`config.mk`:
```
export PLATFORM = sky130hd
export DESIGN_NAME = primality_trial_division
export DESIGN_NICKNAME = d
export VERILOG_FILES = /design/src/rtl/core/ptd_pkg.sv /design/src/rtl/core/primality_trial_division.sv /design/src/rtl/core/ptd_divider.sv
export SDC_FILE = /design/constraint.sdc
export NUM_CORES = 1
export LEC_CHECK = 0
export BUFFER_PORTS_ARGS = -buffer_cell sky130_fd_sc_hd__buf_2
export CORE_ASPECT_RATIO = 0.75
export CORE_MARGIN = 2
export CORE_UTILIZATION = 58
export CTS_BUF_LIST = sky130_fd_sc_hd__clkbuf_4 sky130_fd_sc_hd__clkbuf_8 sky130_fd_sc_hd__clkbuf_16
export DETAILED_ROUTE_END_ITERATION = 12
export HOLD_SLACK_MARGIN = 0.03
export PLACE_DENSITY = 0.73
export SETUP_SLACK_MARGIN = 0.1
export SYNTH_ARGS = -nofsm -noshare
export SYNTH_HDL_FRONTEND = slang
export SYNTH_HIERARCHICAL = 1
export SYNTH_SLANG_ARGS = --single-unit
export TNS_END_PERCENT = 20
```
`constraint.sdc`:
```
create_clock -name clk_i -period 9.8 [get_ports clk_i]
set_clock_uncertainty 0.1 [all_clocks]
set_input_delay 0 -clock clk_i [delete_from_list [all_inputs] [get_ports clk_i]]
set_output_delay 0 -clock clk_i [all_outputs]
set_load 0.03 [all_outputs]
```
`src/rtl/core/ptd_pkg.sv`:
```
// Shared constants and types for the trial-division primality tester.
`default_nettype none

package ptd_pkg;

  // Width of the candidate field on the input port.
  localparam int unsigned CandidateW = 32;

  // Default arithmetic width of the candidate and the divisor search.
  localparam int unsigned PtdWidth = 32;

  // Sequencer states, one-hot.
  typedef enum logic [3:0] {
    S_IDLE  = 4'b0001,
    S_START = 4'b0010,
    S_DIV   = 4'b0100,
    S_FIN   = 4'b1000
  } ptd_state_e;

endpackage

`default_nettype wire

```
`src/rtl/core/primality_trial_division.sv`:
```
// Top level of the trial-division primality tester.
`default_nettype none

// Takes one candidate per transaction and returns one is_prime bit. Zero and one
// go straight to the finish state and come back as not prime from the output
// register without a search. Otherwise the divisors 2, 3, ... are tried through
// one shared bit-serial divider, each trial passing through the start and divide
// states. The search ends at the first divisor that divides evenly or once the
// quotient falls below the divisor, so an item runs one trial per divisor from 2
// up to d, d being the divisor tried last: about the square root of the candidate
// for a prime. The input is not ready while a search runs; a finished result
// waits in the output register and a new candidate may be taken meanwhile. A
// search that ends while that register is still full holds its result, and the
// input stays closed, until the register is taken.
module primality_trial_division
  import ptd_pkg::*;
#(
  parameter int unsigned WIDTH = PtdWidth
) (
  input  wire logic                  clk_i,
  input  wire logic                  rst_ni,
  input  wire logic                  candidate_valid_i,
  output logic                       candidate_ready_o,
  input  wire logic [CandidateW-1:0] candidate_i,
  output logic                       is_prime_valid_o,
  input  wire logic                  is_prime_ready_i,
  output logic                       is_prime_o
);

  ptd_state_e       state_q, state_d;
  logic [WIDTH-1:0] cand_q, cand_d;
  logic [WIDTH-1:0] divisor_q, divisor_d;
  logic             prime_q, prime_d;
  logic             out_valid_q, out_valid_d;
  logic             out_bit_q, out_bit_d;

  logic [WIDTH-1:0] cand_ext;
  logic             in_hs;
  logic             div_start;
  logic             div_done;
  logic [WIDTH-1:0] quotient;
  logic [WIDTH-1:0] remainder;
  logic             out_free;

  assign cand_ext          = WIDTH'(candidate_i);
  assign candidate_ready_o = (state_q == S_IDLE);
  assign in_hs             = candidate_valid_i && candidate_ready_o;
  assign div_start         = (state_q == S_START);
  assign out_free          = !out_valid_q || is_prime_ready_i;

  ptd_divider #(
    .WIDTH(WIDTH)
  ) u_divider (
    .clk_i      (clk_i),
    .rst_ni     (rst_ni),
    .start_i    (div_start),
    .dividend_i (cand_q),
    .divisor_i  (divisor_q),
    .done_o     (div_done),
    .quotient_o (quotient),
    .remainder_o(remainder)
  );

  always_comb begin
    state_d     = state_q;
    cand_d      = cand_q;
    divisor_d   = divisor_q;
    prime_d     = prime_q;
    out_valid_d = out_valid_q;
    out_bit_d   = out_bit_q;

    if (out_valid_q && is_prime_ready_i) begin
      out_valid_d = 1'b0;
    end

    unique case (state_q)
      S_IDLE: begin
        if (in_hs) begin
          cand_d = cand_ext;
          if (cand_ext < WIDTH'(2)) begin
            divisor_d = '0;
            prime_d   = 1'b0;
            state_d   = S_FIN;
          end else begin
            divisor_d = WIDTH'(2);
            state_d   = S_START;
          end
        end
      end
      S_START: begin
        state_d = S_DIV;
      end
      S_DIV: begin
        if (div_done) begin
          // Quotient below the divisor: no divisor up to the square root is left.
          priority if (quotient < divisor_q) begin
            divisor_d = cand_q;
            prime_d   = 1'b1;
            state_d   = S_FIN;
          end else if (remainder == '0) begin
            prime_d = 1'b0;
            state_d = S_FIN;
          end else begin
            divisor_d = divisor_q + WIDTH'(1);
            state_d   = S_START;
          end
        end
      end
      S_FIN: begin
        // Hold until the output register can take the result.
        if (out_free) begin
          out_valid_d = 1'b1;
          out_bit_d   = prime_q;
          state_d     = S_IDLE;
        end
      end
      default: begin
        state_d = S_IDLE;
      end
    endcase
  end

  always_ff @(posedge clk_i or negedge rst_ni) begin
    if (!rst_ni) begin
      state_q     <= S_IDLE;
      out_valid_q <= 1'b0;
      cand_q      <= '0;
      divisor_q   <= '0;
    end else begin
      state_q     <= state_d;
      out_valid_q <= out_valid_d;
      cand_q      <= cand_d;
      divisor_q   <= divisor_d;
    end
  end

  always_ff @(posedge clk_i) begin
    prime_q   <= prime_d;
    out_bit_q <= out_bit_d;
  end

  assign is_prime_valid_o = out_valid_q;
  assign is_prime_o       = out_bit_q;

endmodule

`default_nettype wire

```
`src/rtl/core/ptd_divider.sv`:
```
// Bit-serial restoring divider: one quotient bit per cycle.
`default_nettype none

module ptd_divider #(
  parameter int unsigned WIDTH = 32
) (
  input  wire logic             clk_i,
  input  wire logic             rst_ni,
  input  wire logic             start_i,
  input  wire logic [WIDTH-1:0] dividend_i,
  input  wire logic [WIDTH-1:0] divisor_i,
  output logic                  done_o,
  output logic [WIDTH-1:0]      quotient_o,
  output logic [WIDTH-1:0]      remainder_o
);

  localparam int unsigned CntW = $clog2(WIDTH + 1);

  logic             busy_q, busy_d;
  logic             done_q, done_d;
  logic [CntW-1:0]  cnt_q, cnt_d;
  logic [WIDTH-1:0] rem_q, rem_d;
  logic [WIDTH-1:0] quo_q, quo_d;
  logic [WIDTH-1:0] div_q, div_d;

  logic [WIDTH:0]   shifted;
  logic [WIDTH:0]   diff;
  logic             fits;

  // Bring down the next dividend bit and try the subtraction.
  assign shifted = {rem_q, quo_q[WIDTH-1]};
  assign diff    = shifted - {1'b0, div_q};
  assign fits    = shifted >= {1'b0, div_q};

  always_comb begin
    busy_d = busy_q;
    done_d = 1'b0;
    cnt_d  = cnt_q;
    rem_d  = rem_q;
    quo_d  = quo_q;
    div_d  = div_q;
    if (start_i) begin
      busy_d = 1'b1;
      cnt_d  = CntW'(WIDTH);
      rem_d  = '0;
      quo_d  = dividend_i;
      div_d  = divisor_i;
    end else if (busy_q) begin
      rem_d = fits ? diff[WIDTH-1:0] : shifted[WIDTH-1:0];
      quo_d = {quo_q[WIDTH-2:0], fits};
      cnt_d = cnt_q - CntW'(1);
      if (cnt_q == CntW'(1)) begin
        busy_d = 1'b0;
        done_d = 1'b1;
      end
    end
  end

  always_ff @(posedge clk_i or negedge rst_ni) begin
    if (!rst_ni) begin
      busy_q <= 1'b0;
      done_q <= 1'b0;
      cnt_q  <= '0;
    end else begin
      busy_q <= busy_d;
      done_q <= done_d;
      cnt_q  <= cnt_d;
    end
  end

  always_ff @(posedge clk_i) begin
    rem_q <= rem_d;
    quo_q <= quo_d;
    div_q <= div_d;
  end

  assign done_o      = done_q;
  assign quotient_o  = quo_q;
  assign remainder_o = rem_q;

endmodule

`default_nettype wire

```
==> Implementation_results.wiki <==
{| class="wikitable"
! Metric !! Value
|-
| Outcome || complete, no violations
|-
| Hold Worst Slack || 0.1623 ns
|-
| Count of maximum capacitance violations || 0
|-
| Placer Congestion || 0.9606
|-
| Total vias in the final route || 8,664
|-
| Top cells by area in the synthesized netlist || sky130_fd_sc_hd__edfxtp_1 19%, sky130_fd_sc_hd__dfrtp_1 18%, sky130_fd_sc_hd__ha_1 7.8%
|-
| Floorplan row count || 42
|-
| Pins over their slew limit || 0
|-
| Via count of the first global-routing pass || 8,208
|-
| Setup Crit Path Kind || register to register
|-
| Yosys cell types || 90
|-
| Post-Synthesis Cells || 1,059
|-
| Most frequent cells in the layout || 92 x sky130_fd_sc_hd__nor2_1, 77 x sky130_fd_sc_hd__nand2_1, 76 x sky130_fd_sc_hd__inv_1
|-
| Global-route wire length before repair || 43,780 um
|-
| Hold Violations, Final || 0
|-
| Antenna Cells || 0
|-
| Fraction of final layout cells sized beyond drive strength 1 || 0.1589
|-
| Port-buffer cells || 38
|-
| Total setup violations reported at the end of the flow || 0
|-
| Clock latency on the worst-skew pair || 0.43 ns
|-
| Most frequent standard cell in the layout excluding fill and tap cells || sky130_fd_sc_hd__nor2_1
|-
| EDFF count, synth || 66
|-
| Path type of the worst min-delay path || input port to async pin
|-
| Count of fill cells added during filler insertion || 1,433
|-
| Pin count of the biggest net entering global routing || 78
|-
| Peak supply drop || 0.1643 mV
|-
| Die H || 121.2 um
|-
| Antenna violations before repair || 0
|-
| Max Root-Sink Buffers || 2
|-
| Setup repair after global routing missed its margin || false
|-
| Overall global routing resource usage || 0.2864
|-
| Number of clock buffers inserted by TritonCTS || 17
|-
| CTS clock-pin slew for the worst setup and hold paths || 0.07 ns
|-
| Synth warn || 6
|-
| Worst-margin pin slew || 1.179 ns
|-
| Count of cells along the worst register-to-register path || 9
|-
| Library cell with the largest summed area after synthesis || sky130_fd_sc_hd__edfxtp_1
|-
| Number of search-and-repair iterations in the first detailed-routing pass || 5
|-
| Global routing's busiest layer || met2
|-
| GR Util met3 || 0.04819
|-
| Global route total overflow || 0
|-
| Average cell area after synthesis || 10.03 um2
|-
| Post-route ant nets || 0
|-
| Starting utilization of the core area || 0.5964
|-
| Highest clock rate || 278.0 MHz
|-
| Share of Yosys cell area claimed by the top area cell type || 0.1865
|-
| Routed via count divided by cell count || 6.361
|-
| Global routing usage on met2 || 0.4429
|-
| Resize count post-CTS || 0
|-
| Share of the clock period used by the worst path || 0.3671
|-
| Total core area || 17,810 um2
|-
| Growth of design area from synthesis to finish || 11.48%
|-
| CTS tree || built
|-
| Final wirelength || 27,070 um
|-
| Root buffer selected by CTS || sky130_fd_sc_hd__clkbuf_16
|-
| Share of async-settable or async-resettable flops after synthesis || 0.4400
|-
| Sequential-to-total area share from yosys stat || 0.4283
|-
| Die ar. || 19,430 um2
|-
| Required time of the critical path || 10.03 ns
|-
| Final critical-path required period || 3.597 ns
|-
| Detailed placement HPWL || 18,380 um
|-
| Capturing point of the worst reg2reg path || u_divider/remainder_o[30]
|-
| DR iter-0 viols || 937
|-
| H-tree depth || 4
|-
| Slew headroom || 0.2142
|-
| Io pins || 39
|-
| Cell area power density || 336.6 nW/um2
|-
| Post-detailed-route DRC marker count || 0
|-
| CP arrival || 3.83 ns
|-
| Total negative setup slack || 0 ns
|-
| Die width || 160.3 um
|-
| Max Fanout on Critical Path || 24
|-
| Global-route track usage on met1 || 0.4154
|-
| Critical path launch point type || register
|-
| Post-Synthesis Net Count || 1,162
|-
| TritonCTS sink count || 175
|-
| Netlist area before placement || 10,630 um2
|-
| Cell leakage power || 4.719 nW
|-
| Routed len/inst || 19.87 um
|-
| Final-stage net count || 1,210
|-
| Worst setup path endpoint || u_divider/remainder_o[30]
|-
| Register-to-register setup slack || 6.20 ns
|-
| Kind of capture point of the worst setup path || register
|-
| Main flop type after synthesis || sky130_fd_sc_hd__dfrtp_1
|-
| Startpoint of the worst setup timing path || u_divider/remainder_o[17]
|-
| Register bit count reported by yosys || 175
|-
| Reg-to-reg startpoint || u_divider/remainder_o[17]
|}
[through the flow]
step	std cells	util	setup slack (ns)	instance area, um2	power [mW]
floorplan	1059	-	4.166	10630	2.826
global placement	1295	0.6122	6.431	10910	3.206
detailed placement	1295	0.6122	6.274	10910	3.242
CTS	1362	0.6649	6.279	11850	3.959
global route	1362	0.6649	6.029	11850	4.269
finish	1362	0.6649	6.203	11850	3.987
[final cells by class]
class	instances	area [um2]	share of cell area
clock buffers	23	518.0	0.04373
clock inverters	9	70.07	0.005915
inverters	78	295.3	0.02493
multi-input cells	757	5527	0.4666
flip-flops and latches	175	4552	0.3843
well taps	242	302.8	0.02556
repair buffers	78	580.6	0.04901
[how the worst min path moves through the flow]
stage | start | to | slack [ns] | depth (start not counted)
2_1_floorplan | rst_ni | cand_q[0] | -0.40 | 0
3_3_place_gp | rst_ni | u_divider/cnt_q[0] | 0.13 | 1
3_5_place_dp | rst_ni | u_divider/cnt_q[1] | 0.13 | 1
4_1_cts | rst_ni | u_divider/cnt_q[1] | 0.21 | 2
5_1_grt | rst_ni | u_divider/cnt_q[1] | 0.25 | 2
6_report | rst_ni | u_divider/cnt_q[1] | 0.16 | 2
[per-layer routing]
metal	wire [um]	part of all wire
met1	12580	0.46
met2	12170	0.45
met3	1758	0.065
met4	564	0.021
met5	0	0
[Yosys cell counts, types with 5 or more instances]
master                      instances
sky130_fd_sc_hd__o2bb2ai_1         11
sky130_fd_sc_hd__a32oi_1           10
sky130_fd_sc_hd__clkbuf_1          17
sky130_fd_sc_hd__xor2_1             8
sky130_fd_sc_hd__nand4_1           23
sky130_fd_sc_hd__a22oi_1           13
sky130_fd_sc_hd__a32o_1             6
sky130_fd_sc_hd__mux2_2            63
sky130_fd_sc_hd__inv_1             76
sky130_fd_sc_hd__a211o_1            7
sky130_fd_sc_hd__nand2_1           77
sky130_fd_sc_hd__dfxtp_1           32
sky130_fd_sc_hd__a2bb2oi_1          5
sky130_fd_sc_hd__a21oi_1           58
sky130_fd_sc_hd__nand3_1           21
sky130_fd_sc_hd__a21o_1            14
sky130_fd_sc_hd__a211oi_1          12
sky130_fd_sc_hd__a311oi_1          18
sky130_fd_sc_hd__nor2_1            92
sky130_fd_sc_hd__a31oi_1            8
sky130_fd_sc_hd__ha_1              66
sky130_fd_sc_hd__a22o_1             5
sky130_fd_sc_hd__xnor2_1           20
sky130_fd_sc_hd__nor3_1            25
sky130_fd_sc_hd__o21ai_0           39
sky130_fd_sc_hd__dfrtp_1           76
sky130_fd_sc_hd__buf_2             12
sky130_fd_sc_hd__nand2b_1           8
sky130_fd_sc_hd__buf_6              6
sky130_fd_sc_hd__mux2i_1            6
sky130_fd_sc_hd__nor4_1            19
sky130_fd_sc_hd__buf_4              8
sky130_fd_sc_hd__o21bai_1           9
sky130_fd_sc_hd__and3_1             7
sky130_fd_sc_hd__edfxtp_1          66
sky130_fd_sc_hd__nor2b_1            6
sky130_fd_sc_hd__o22ai_1           17
sky130_fd_sc_hd__o211ai_1           7
[state kept, by name (all words and copies together) (netlist names), 4 cells and up]
| register | count |
|---|---|
| u_divider/quotient_o | 32 |
| state_q | 4 |
| u_divider/div_q | 32 |
| u_divider/remainder_o | 32 |
| cand_q | 32 |
| divisor_q | 32 |
| u_divider/cnt_q | 6 |
[what timing repair did]
| item | 4_1_cts | 5_1_grt |
|---|---|---|
| hold buffers | 35 | 0 |
| endpoints found under the hold margin | 114 | 0 |
| buffers inserted | 0 | 0 |
[power by group]
group | leakage (nW) | switching [mW] | internal [mW] | total [mW]
combinational | 2.55 | 1.11 | 0.840 | 1.95
sequential | 1.88 | 0.283 | 1.08 | 1.36
clock | 0.288 | 0.297 | 0.377 | 0.675
[critical path, cell delays in order (launching register included)]
cell and delay, ns:
sky130_fd_sc_hd__dfxtp_1 0.35, sky130_fd_sc_hd__ha_1 0.46, sky130_fd_sc_hd__a21oi_4 0.24, sky130_fd_sc_hd__nor2_1 0.08, sky130_fd_sc_hd__or4_1 0.52, sky130_fd_sc_hd__a211oi_2 0.28
sky130_fd_sc_hd__nand4bb_1 0.20, sky130_fd_sc_hd__nand2_1 0.79, sky130_fd_sc_hd__a211oi_1 0.14, sky130_fd_sc_hd__a2111oi_2 0.36
[kinds of logic (layout without fill, tap and decap cells)]
group                    count (synthesis)  after routing  share of synthesized area
flip-flops                             175            175                     0.4283
XOR/XNOR                                28             28                    0.02308
multiplexers                            71             71                    0.07454
buffers and inverters                  127            188                    0.05487
AO/OA/AOI/OAI                          274            274                     0.1835
AND/OR/NAND/NOR                        317            317                     0.1561
adder cells (fa/ha/maj)                 67             67                    0.07960
Note: power is estimated with default switching activity, not from simulation.
